[config.mk]
export PLATFORM = sky130hd
export DESIGN_NAME = modbus_rtu_register_slave_unit
export DESIGN_NICKNAME = d
export VERILOG_FILES = /design/src/sv/mbrs_pkg.sv /design/src/sv/modbus_rtu_register_slave_unit.sv /design/src/sv/mbrs_datapath.sv /design/src/sv/mbrs_ctrl.sv
export SDC_FILE = /design/constraint.sdc
export NUM_CORES = 1
export LEC_CHECK = 0
export BUFFER_PORTS_ARGS = -buffer_cell sky130_fd_sc_hd__buf_2
export CAP_MARGIN = 10
export CORE_MARGIN = 4
export CORE_UTILIZATION = 60
export DETAILED_ROUTE_END_ITERATION = 16
export PLACE_DENSITY = 0.78
export SLEW_MARGIN = 20
export SYNTH_ARGS = -nofsm -noshare
export SYNTH_HDL_FRONTEND = slang
export SYNTH_HIERARCHICAL = 1
export SYNTH_SLANG_ARGS = --single-unit
[constraint.sdc]
create_clock -name clk -period 16.86 [get_ports clk]
set_input_delay 1.686 -clock clk [delete_from_list [all_inputs] [get_ports clk]]
set_output_delay 1.686 -clock clk [all_outputs]
set_load 0.05 [all_outputs]
[src/sv/mbrs_pkg.sv]
// shared types, constants and crc function of the modbus rtu slave
package mbrs_pkg;

    localparam int REG_COUNT = 16;
    localparam int FRAME_LEN = 8;
    localparam int FCNT_W    = 3;
    localparam int IDX_W     = 6;

    localparam logic [15:0] CRC_INIT        = 16'hFFFF;
    localparam logic [15:0] CRC_POLY        = 16'hA001;
    localparam logic [7:0]  FN_READ_HOLD    = 8'h03;
    localparam logic [7:0]  FN_WRITE_SINGLE = 8'h06;
    localparam logic [7:0]  SLAVE_ADDR_RST  = 8'h01;

    typedef struct packed {
        logic        op;
        logic [7:0]  rx_byte;
        logic        starts_frame;
        logic [3:0]  reg_index;
        logic [15:0] reg_value;
    } req_t;

    typedef struct packed {
        logic [7:0] tx_byte;
        logic       last;
    } rsp_t;

    typedef struct packed {
        logic begin_check;
        logic crc_rx_step;
        logic start_reply;
        logic exec_write;
        logic send_msg;
        logic send_crc_lo;
        logic send_crc_hi;
    } cmd_t;

    typedef struct packed {
        logic frame_full;
        logic crc_last;
        logic read_ok;
        logic write_ok;
        logic msg_done;
        logic out_free;
    } status_t;

    // one byte of crc-16/modbus, lsb first
    function automatic logic [15:0] crc16_update(input logic [15:0] crc_in,
                                                 input logic [7:0]  data);
        logic [15:0] c;
        c = crc_in ^ {8'h00, data};
        for (int k = 0; k < 8; k++)
        begin
            if (c[0])
                c = (c >> 1) ^ CRC_POLY;
            else
                c = c >> 1;
        end
        return c;
    endfunction

endpackage

[src/sv/modbus_rtu_register_slave_unit.sv]
// top level of the modbus rtu register slave
//
//   port group   dir  handshake              payload
//   req          in   req_valid / req_stall  req_t: op, rx_byte, starts_frame, reg_index, reg_value
//   rsp          out  rsp_valid / rsp_stall  rsp_t: tx_byte, last
//   cfg          in   cfg_we                 cfg_wdata: slave address
//
// a serial byte or local write beat is taken only while the sequencer is idle
// the eighth byte of a frame starts a byte-wide crc over the first six bytes, then a check step
// a reply then goes out one byte per cycle while rsp_stall allows, n + 2 bytes (8 for a write, up to 37 for a read)
// req_stall is high after the frame-completing beat until the last reply byte is loaded or the frame fails its check
// rsp_stall holds the output register and the reply sequencer; reset clears the holding registers at once
module modbus_rtu_register_slave_unit
    import mbrs_pkg::*;
(
    input  logic       clk,
    input  logic       rst_n,
    input  logic       req_valid,
    output logic       req_stall,
    input  req_t       req,
    output logic       rsp_valid,
    input  logic       rsp_stall,
    output rsp_t       rsp,
    input  logic       cfg_we,
    input  logic [7:0] cfg_wdata
);

    logic    req_take;
    cmd_t    cmd;
    status_t status;

    assign req_take = req_valid && !req_stall;

    mbrs_ctrl u_ctrl (
        .clk       (clk),
        .rst_n     (rst_n),
        .req_take  (req_take),
        .status    (status),
        .req_stall (req_stall),
        .cmd       (cmd)
    );

    mbrs_datapath u_datapath (
        .clk       (clk),
        .rst_n     (rst_n),
        .req       (req),
        .req_take  (req_take),
        .cfg_we    (cfg_we),
        .cfg_wdata (cfg_wdata),
        .rsp_stall (rsp_stall),
        .cmd       (cmd),
        .status    (status),
        .rsp_valid (rsp_valid),
        .rsp       (rsp)
    );

endmodule

[src/sv/mbrs_datapath.sv]
// frame buffer, holding registers, crc and response register
module mbrs_datapath
    import mbrs_pkg::*;
(
    input  logic        clk,
    input  logic        rst_n,
    input  req_t        req,
    input  logic        req_take,
    input  logic        cfg_we,
    input  logic [7:0]  cfg_wdata,
    input  logic        rsp_stall,
    input  cmd_t        cmd,
    output status_t     status,
    output logic        rsp_valid,
    output rsp_t        rsp
);

    logic [7:0]        fb_reg [FRAME_LEN];
    logic [15:0]       hr_reg [REG_COUNT];
    logic [FCNT_W-1:0] cnt_reg;
    logic [FCNT_W-1:0] cnt_base;
    logic [FCNT_W-1:0] cnt_next;
    logic [7:0]        slave_addr_reg;
    logic [15:0]       crc_reg;
    logic [15:0]       crc_next;
    logic [IDX_W-1:0]  idx_reg;
    logic              mode_read_reg;
    logic              rsp_valid_reg;
    rsp_t              rsp_reg;

    logic [15:0]      first_w;
    logic [15:0]      count_w;
    logic [16:0]      end_w;
    logic             crc_ok;
    logic             addr_ok;
    logic [IDX_W-1:0] msg_len;
    logic [IDX_W-1:0] rel_idx;
    logic [4:0]       rd_sum;
    logic [15:0]      rd_word;
    logic [7:0]       msg_byte;
    logic             local_ok;

    assign cnt_base = req.starts_frame ? '0 : cnt_reg;
    assign cnt_next = (cnt_base == FCNT_W'(FRAME_LEN - 1)) ? '0 : cnt_base + 1'b1;
    assign local_ok = {1'b0, req.reg_index} < 5'(REG_COUNT);

    assign first_w = {fb_reg[2], fb_reg[3]};
    assign count_w = {fb_reg[4], fb_reg[5]};
    assign end_w   = {1'b0, first_w} + {1'b0, count_w};
    assign crc_ok  = crc_reg == {fb_reg[7], fb_reg[6]};
    assign addr_ok = fb_reg[0] == slave_addr_reg;

    // read reply: address, function, byte count, then register words
    assign msg_len = mode_read_reg ? (IDX_W'(3) + {count_w[4:0], 1'b0}) : IDX_W'(6);
    assign rel_idx = idx_reg - IDX_W'(3);
    assign rd_sum  = 5'(first_w[3:0]) + 5'(rel_idx[IDX_W-1:1]);
    assign rd_word = hr_reg[rd_sum[3:0]];

    always_comb
    begin
        if (mode_read_reg)
        begin
            case (idx_reg)
                IDX_W'(0): msg_byte = fb_reg[0];
                IDX_W'(1): msg_byte = FN_READ_HOLD;
                IDX_W'(2): msg_byte = {count_w[6:0], 1'b0};
                default:   msg_byte = rel_idx[0] ? rd_word[7:0] : rd_word[15:8];
            endcase
        end
        else
        begin
            msg_byte = fb_reg[idx_reg[2:0]];
        end
    end

    always_comb
    begin
        crc_next = crc_reg;
        if (cmd.begin_check || cmd.start_reply)
            crc_next = CRC_INIT;
        else if (cmd.crc_rx_step)
            crc_next = crc16_update(crc_reg, fb_reg[idx_reg[2:0]]);
        else if (cmd.send_msg)
            crc_next = crc16_update(crc_reg, msg_byte);
    end

    always_comb
    begin
        status.frame_full = !req.op && (cnt_base == FCNT_W'(FRAME_LEN - 1));
        status.crc_last   = idx_reg == IDX_W'(5);
        status.read_ok    = crc_ok && addr_ok && (fb_reg[1] == FN_READ_HOLD)
                            && (count_w != 16'd0) && (end_w <= 17'(REG_COUNT));
        status.write_ok   = crc_ok && addr_ok && (fb_reg[1] == FN_WRITE_SINGLE)
                            && (first_w < 16'(REG_COUNT));
        status.msg_done   = idx_reg == msg_len;
        status.out_free   = !rsp_valid_reg || !rsp_stall;
    end

    // frame bytes need no reset, each is written before it is read
    always_ff @(posedge clk)
    begin
        if (req_take && !req.op)
            fb_reg[cnt_base] <= req.rx_byte;
    end

    always_ff @(posedge clk or negedge rst_n)
    begin
        if (!rst_n)
        begin
            for (int i = 0; i < REG_COUNT; i++)
                hr_reg[i] <= '0;
        end
        else if (req_take && req.op && local_ok)
        begin
            hr_reg[req.reg_index] <= req.reg_value;
        end
        else if (cmd.exec_write)
        begin
            hr_reg[first_w[3:0]] <= count_w;
        end
    end

    always_ff @(posedge clk or negedge rst_n)
    begin
        if (!rst_n)
        begin
            cnt_reg        <= '0;
            slave_addr_reg <= SLAVE_ADDR_RST;
            crc_reg        <= CRC_INIT;
            idx_reg        <= '0;
            mode_read_reg  <= 1'b0;
            rsp_valid_reg  <= 1'b0;
        end
        else
        begin
            if (req_take && !req.op)
                cnt_reg <= cnt_next;
            if (cfg_we)
                slave_addr_reg <= cfg_wdata;
            crc_reg <= crc_next;
            if (cmd.begin_check || cmd.start_reply)
                idx_reg <= '0;
            else if (cmd.crc_rx_step || cmd.send_msg)
                idx_reg <= idx_reg + 1'b1;
            if (cmd.start_reply)
                mode_read_reg <= status.read_ok;
            if (cmd.send_msg || cmd.send_crc_lo || cmd.send_crc_hi)
                rsp_valid_reg <= 1'b1;
            else if (!rsp_stall)
                rsp_valid_reg <= 1'b0;
        end
    end

    always_ff @(posedge clk)
    begin
        if (cmd.send_msg)
            rsp_reg <= '{tx_byte: msg_byte, last: 1'b0};
        else if (cmd.send_crc_lo)
            rsp_reg <= '{tx_byte: crc_reg[7:0], last: 1'b0};
        else if (cmd.send_crc_hi)
            rsp_reg <= '{tx_byte: crc_reg[15:8], last: 1'b1};
    end

    assign rsp_valid = rsp_valid_reg;
    assign rsp       = rsp_reg;

endmodule

[src/sv/mbrs_ctrl.sv]
// sequencer for frame check and reply emission
module mbrs_ctrl
    import mbrs_pkg::*;
(
    input  logic    clk,
    input  logic    rst_n,
    input  logic    req_take,
    input  status_t status,
    output logic    req_stall,
    output cmd_t    cmd
);

    typedef enum logic [2:0] {
        S_IDLE,
        S_CRC,
        S_CHECK,
        S_SEND,
        S_CRC_HI
    } state_t;

    state_t state_reg;
    state_t state_next;

    always_comb
    begin
        state_next = state_reg;
        cmd        = '0;
        unique case (state_reg)
            S_IDLE:
            begin
                if (req_take && status.frame_full)
                begin
                    cmd.begin_check = 1'b1;
                    state_next      = S_CRC;
                end
            end
            S_CRC:
            begin
                cmd.crc_rx_step = 1'b1;
                if (status.crc_last)
                    state_next = S_CHECK;
            end
            S_CHECK:
            begin
                if (status.read_ok || status.write_ok)
                begin
                    cmd.start_reply = 1'b1;
                    cmd.exec_write  = status.write_ok;
                    state_next      = S_SEND;
                end
                else
                begin
                    state_next = S_IDLE;
                end
            end
            S_SEND:
            begin
                if (status.out_free)
                begin
                    if (status.msg_done)
                    begin
                        cmd.send_crc_lo = 1'b1;
                        state_next      = S_CRC_HI;
                    end
                    else
                    begin
                        cmd.send_msg = 1'b1;
                    end
                end
            end
            S_CRC_HI:
            begin
                if (status.out_free)
                begin
                    cmd.send_crc_hi = 1'b1;
                    state_next      = S_IDLE;
                end
            end
            default:
            begin
                state_next = S_IDLE;
            end
        endcase
    end

    always_ff @(posedge clk or negedge rst_n)
    begin
        if (!rst_n)
            state_reg <= S_IDLE;
        else
            state_reg <= state_next;
    end

    assign req_stall = state_reg != S_IDLE;

endmodule

* Yosys cells after proc, flatten, opt, wreduce, memory -nomap -nowiden
Memory sizes are Yosys's and may differ from the RTL's. Cells that the tools add are included.
Storage, ports and cells: input port bits 43, output and inout port bits 11, RAM bits 64, memories kept 1, flip-flop bits (word level) 303, word-level logic and storage cells 210
Operators by class: order comparisons 7, multiplexer cells 98, eq/ne operators 19, $add $sub $neg 6, bitwise operators 21, reductions and logical operators 33
Memory list:
- u_datapath.fb_reg | words 8, bits a word 8, rd ports 9, clocked after memory_dff 0, write ports 1, RTL line mbrs_datapath.sv:18 | logic [7:0] fb_reg [FRAME_LEN];
Operators by type and width (count):
- two-way mux 16 bit | 58
- bitwise mux 256 bit | 2
- two-way mux 256 bit | 2
- demux 16 bit (select 4 bit) | 2
- binary-select mux 16 bit (select 4 bit) | 1
- NOT 2 -> 3 bit | 16
- bitwise XOR 16 x 8 -> 16 bit | 2
- two-way mux 9 bit | 3
- one-hot mux 8 bit (3 select lines) | 1
- two-way mux 3 bit | 7
- two-way mux 6 bit | 3
- adder 16 x 16 -> 17 bit | 1
- less-or-equal comparator 17 x 5 -> 1 bit (second input constant) | 1
- equality test 16 bit | 1
- less-than comparator 16 x 5 -> 1 bit (second input constant) | 1
- two-way mux 8 bit | 2
- nonzero test 16 bit | 1
- greater-or-equal comparator 5 bit (second input constant) | 3
- NOT 4 -> 5 bit | 3
- one-hot mux 3 bit (5 select lines) | 1
- logical AND 1 bit | 13
- two-way mux 1 bit | 11
- less-than comparator 5 x 1 -> 1 bit (second input constant) | 2
- two-way mux 2 bit | 5
- other kinds (25) | 42

* Longest topological paths before layout
word-level depth 50, gate-level depth with buffers 21, gate-level depth less buffers 19

* Cells and area by module
Netlist, hierarchy kept.
By module, submodules not included:
- mbrs_datapath | times used 1, cells each 1707, area an instance 20145.6 um^2
- mbrs_ctrl | times used 1, cells each 31, area an instance 256.5 um^2
- modbus_rtu_register_slave_unit | times used 1, cells each 1, area an instance 13.8 um^2

* Least setup slack after synthesis
No wires, ideal clock.
kind register to register, start register u_datapath.idx_reg[1], end register u_datapath.crc_reg[0], path buffers 6, arrival time 5313 ps, cell stages (with the launch flop) 21, setup slack 11483 ps, cell sequence dfrtp_1 > buf_2 > clkbuf_1 > inv_1 > ha_1 > ha_1 > inv_1 > fa_1 > buf_4 > buf_4 > buf_2 > buf_1 > mux4_2 > mux4_2 > nor3_1 > o22ai_1 > xor2_1 > xnor2_1 > xor3_1 > or4_1 > nand3_1
Between the ends: longest elaborated chain between the ends 43, elaborated cells between the ends (all ways) 88, classes of those cells add/sub (2); eq/ne (3); mux (63); bitwise (17); reduce/logical (2); memory (1)
RTL lines:
- from (decl) | RTL line mbrs_datapath.sv:26 | logic [IDX_W-1:0] idx_reg;
- from (signal assigned) | RTL line mbrs_datapath.sv:144 | idx_reg <= idx_reg + 1'b1;
- subtractor 5 x 2 -> 5 bit | RTL line mbrs_datapath.sv:55 | assign rel_idx = idx_reg - IDX_W'(3);
- adder 4 bit | RTL line mbrs_datapath.sv:56 | assign rd_sum = 5'(first_w[3:0]) + 5'(rel_idx[IDX_W-1:1]);
- NOT 4 -> 5 bit (not written as such) | RTL line mbrs_datapath.sv:57 | assign rd_word = hr_reg[rd_sum[3:0]];
- binary-select mux 16 bit (select 4 bit) | RTL line mbrs_datapath.sv:57
- two-way mux 16 bit (not written as such) (2 in a row) | RTL line mbrs_datapath.sv:57
- two-way mux 8 bit | RTL line mbrs_datapath.sv:67 | default: msg_byte = rel_idx[0] ? rd_word[7:0] : rd_word[15:8];
- one-hot mux 8 bit (3 select lines) | RTL line mbrs_datapath.sv:63 | case (idx_reg)
- two-way mux 8 bit | RTL line mbrs_datapath.sv:61 | if (mode_read_reg)
- [26 not listed]
- two-way mux 16 bit | RTL line mbrs_pkg.sv:54 | if (c[0])
- two-way mux 16 bit | RTL line mbrs_datapath.sv:83 | else if (cmd.send_msg)
- two-way mux 16 bit | RTL line mbrs_datapath.sv:81 | else if (cmd.crc_rx_step)
- two-way mux 16 bit | RTL line mbrs_datapath.sv:79 | if (cmd.begin_check || cmd.start_reply)
- two-way mux 16 bit | RTL line mbrs_pkg.sv:54
- two-way mux 16 bit | RTL line mbrs_datapath.sv:83
- two-way mux 16 bit | RTL line mbrs_datapath.sv:81
- two-way mux 16 bit | RTL line mbrs_datapath.sv:79
- to (signal assigned) | RTL line mbrs_datapath.sv:140 | crc_reg <= crc_next;
- to (decl) | RTL line mbrs_datapath.sv:24 | logic [15:0] crc_reg;
Several ways; a longest one is shown, not always the timed one. The select of a mux whose other input is x is not followed. A chain may end at the register's enable or synchronous reset.

* Final worst setup path
Ends and elaborated chain as after synthesis.

==> flow_results.org <==
** Floorplanning
- The die is 192 um tall.
- Starting utilization of the core area :: 0.609
- Standard-cell row count :: 67
- The floorplan step set the die width to 192 um.
- Top-Level Pins :: 54
- The core region is 33500 um2.
- Die footprint :: 37000 um2

** Pwr
- The design draws 3.84 mW.
- Max VDD drop :: 0.168 mV
- Standby leakage power :: 8.61 nW
- Total power divided by cell area :: 172 nW/um2

** Yosys
- Count of unique library cells instantiated by Yosys :: 82
- Number of warnings printed during yosys synthesis :: 6
- In this run, synthesis produced a sequential element count of 367.
- In the synthesized netlist the dominant register cell turns out to be dfrtp_1.
- Of all cell types, the one taking the most synthesized area is dfrtp_1.
- Sorting the synthesized cells by area gives the leading types as dfrtp_1, edfxtp_1, o221ai_1, mux4_2, o21a_1.
- The cell count after synthesis came out at 1739.
- Yosys mapped a number of flops with a built-in enable equal to 72.
- For this run, the register share of the synthesized area comes to 0.468.
- Cell area after synthesis :: 20400 um2
- Avg Inst Size Synth :: 11.7 um2
- Asr flop ratio synth :: 0.801
- The share of synthesized area in the top cell type comes to 0.340.
- The number of nets in the synthesized netlist is 1811.

** STA
- The number of pins with negative max-slew slack in the final report is 0.
- Slew @ Worst Pin :: 1030 ps
- Final setup violating endpoints :: 0
- Of the available clock period, the critical path in the final layout requires 0.387.
- The worst path in the final design needs a cycle of 6520 ps, including I/O delays and setup.
- Worst hold-check slack :: 482 ps
- Clock skew after layout :: 34.5 ps
- Sum of negative setup slack :: 0 ps
- Number of hold violations in the final report :: 0
- Timing would allow up to 153 MHz.
- Setup repair after global routing left no endpoint under its margin.
- Headroom to the max-slew limit came out at 0.311.

** Setup path
- CP cell instances :: inv_1 -> ha_1 -> ha_4 -> inv_1 -> fa_4 -> mux4_2 -> mux4_1 -> nand2b_1 -> a31o_2 -> xnor3_2 -> xnor2_1 -> xor3_1 -> or4_1 -> nand3_1
- STA classifies the critical path startpoint as a register.
- STA puts the critical path data required time at 17330 ps.
- Cell seen most often among critical-path stages :: inv_1
- At the worst endpoint, the arrival time is 6990 ps.
- Top fanout value on the critical path :: 64
- STA classifies the critical path endpoint as a register.
- Critical path start-end classification :: register to register
- Worst path slowest cell :: fa_4
- Maximum single-stage delay on the critical path :: 1500 ps

** Drt
- Once detail routing completed, the nets flagged for antenna violations numbered 0.
- Number of detailed-routing iterations run before antenna repair :: 6
- Number of DRC violations after detailed routing :: 0
- In the routed layout, each cell is associated on average with a via count of 7.71.
- Post-DR wirelength/cell :: 30.6 um
- For this block, the initial DRC count from the detailed router was 2454.
- Total wire length :: 66500 um
- The detailed router placed 16800 vias in this run.

** CTS
- Number of buffers created by CTS :: 40
- The H-tree was split into 2 levels.
- For the worst-skew pair, the clock arrives at the later sink with an insertion delay of 550 ps.
- Hold buffer count at cts :: 0
- Post-CTS sizing :: 0
- Clock-pin slew was measured on the worst setup and hold paths at 60 ps.
- Maximum clock insertion buffer count :: 3
- The tree is rooted in a clkbuf_16.
- TritonCTS built the clock tree.
- Post-CTS timing repair inserted 0 buffers for setup.
- Sinks on Clock Net :: 367

** Placed design
- The congestion estimate from routability-driven global placement came to 0.980.
- Standard cell area after detailed placement :: 21000 um2
- Number of buffers added on ports :: 53
- Dpl hpwl :: 43300 um

** Global route
- The first global-routing pass estimated 100000 um of wire.
- Overall track demand over capacity in global routing :: 0.359
- Initial antenna violation count :: 0
- Entering global routing, the biggest net connects 84 pins.
- GRT Residual Overflow :: 0
- Number of global-route vias before repair :: 16500

** Cells and area
- In the final layout, the multi-input gates occupy 10100 um2.
- Combined flip-flop and latch cell area :: 9560 um2
- In the final layout, the share of cells above drive strength 1 is 0.187.
- Number of flip-flops in the largest register :: 256
- Utilization of the core after routing :: 0.665
- After the last flow step, the layout net total stands at 1768.
- The filler cells instantiated in the layout total 2422.
- With fillers left out, the area of the finished cells amounts to 22300 um2.
- From synthesis to final layout, the design area changed by 9.30%.

** Worst hold path
- In this run the worst hold path is classified as register to register.

** Outcome
- Status :: completed

** Run
- Count of max-cap constraint violations :: 0
synth_stat cells (all sizes together), types with 4 or more instances:
| library cell | number |
|---|---|
| mux4 | 90 |
| o221ai | 240 |
| a31oi | 5 |
| ha | 27 |
| mux2 | 12 |
| nor4 | 21 |
| xnor2 | 48 |
| a221oi | 4 |
| o21a | 241 |
| a21oi | 36 |
| nand3 | 26 |
| nand4 | 9 |
| o21ai | 22 |
| xor2 | 34 |
| nand2b | 10 |
| a22oi | 23 |
| dfstp | 17 |
| dfrtp | 277 |
| nor3 | 14 |
| nand2 | 113 |
| inv | 21 |
| nor2 | 52 |
| o22ai | 17 |
| nand4b | 4 |
| or3 | 5 |
| mux2i | 21 |
| a22o | 5 |
| edfxtp | 72 |
| buf | 36 |
| o211ai | 7 |
| clkbuf | 153 |
| nor4b | 5 |
| nor2b | 18 |
cell families (layout without fill, tap and decap cells):
family / after synthesis / count (layout) / share of synthesized area
buf+inv: 210 / 196 / 0.0435
compound gates: 632 / 632 / 0.241
other cells: 0 / 2 / 0
fa+ha+maj: 29 / 29 / 0.0185
flops: 367 / 367 / 0.468
mux: 123 / 123 / 0.117
xor+xnor: 86 / 86 / 0.0412
simple gates: 292 / 292 / 0.0705
worst paths after layout:
check | cells after the start | slack, ps | from | endpoint
setup / recovery | 14 | 10340 | u_datapath/idx_reg[1] | u_datapath/crc_reg[0]
hold / removal | 1 | 480 | u_datapath/hr_reg[96] | u_datapath/hr_reg[96]
setup reg to reg | 14 | 10340 | u_datapath/idx_reg[1] | u_datapath/crc_reg[0]
hold reg to reg | 1 | 480 | u_datapath/hr_reg[96] | u_datapath/hr_reg[96]
max in group asynchronous | 3 | 13470 | rst_n | u_datapath/hr_reg[39]
min in group asynchronous | 1 | 1120 | rst_n | u_datapath/rsp_valid
cell type report:
type                       count  area share
inverter                      21     0.00353
timing repair buffer         104      0.0297
clock buffer                  58      0.0530
clock inverter                13     0.00712
antenna                        2    0.000224
tap                          448      0.0251
multi-input combinational   1162       0.453
sequential                   367       0.428
per-layer routing:
layer	track usage	share of wire	routed length [um]	vias up
met5	0	0	0	-
met4	0.226	0.081	5370	0
met3	0.0772	0.11	7300	362
met2	0.569	0.47	31000	1296
met1	0.451	0.34	22900	8308
li1	-	-	-	6802
critical path: cells and delay by family, from the launching register on:
family,cells,cell delay [ps]
and+or+nand+nor,3,720
AOI/OAI and AO/OA,1,260
muxes,2,1020
buffers and inverters,2,210
xor gates and xnor gates,3,1150
DFF,1,1000
adders and majority gates,3,2060
stage by stage:
| stage | instances | worst slack [ps] |
|---|---|---|
| 2_1_floorplan | 1739 | 11480 |
| 3_3_place_gp | 2102 | 10630 |
| 3_5_place_dp | 2102 | 10450 |
| 4_1_cts | 2173 | 10400 |
| 5_1_grt | 2173 | 10120 |
| 6_report | 2175 | 10340 |
placed cells by master (no fill, tap or decap), drive strengths merged, types with 27 or more instances in the layout:
cell type and instances:
xor2 34, a21oi 36, buf 104, o221ai 240, edfxtp 72, dfrtp 277, nor2 52, mux4 90
nand2 113, clkbuf 58, ha 27, xnor2 48, o21a 241
power breakdown:
group          switching [mW]  internal [mW]  total [mW]
Clock                   0.365          0.534       0.899
Sequential              0.135           1.05        1.18
Combinational           0.954          0.798        1.75
Note: power is estimated with default switching activity, not from simulation.
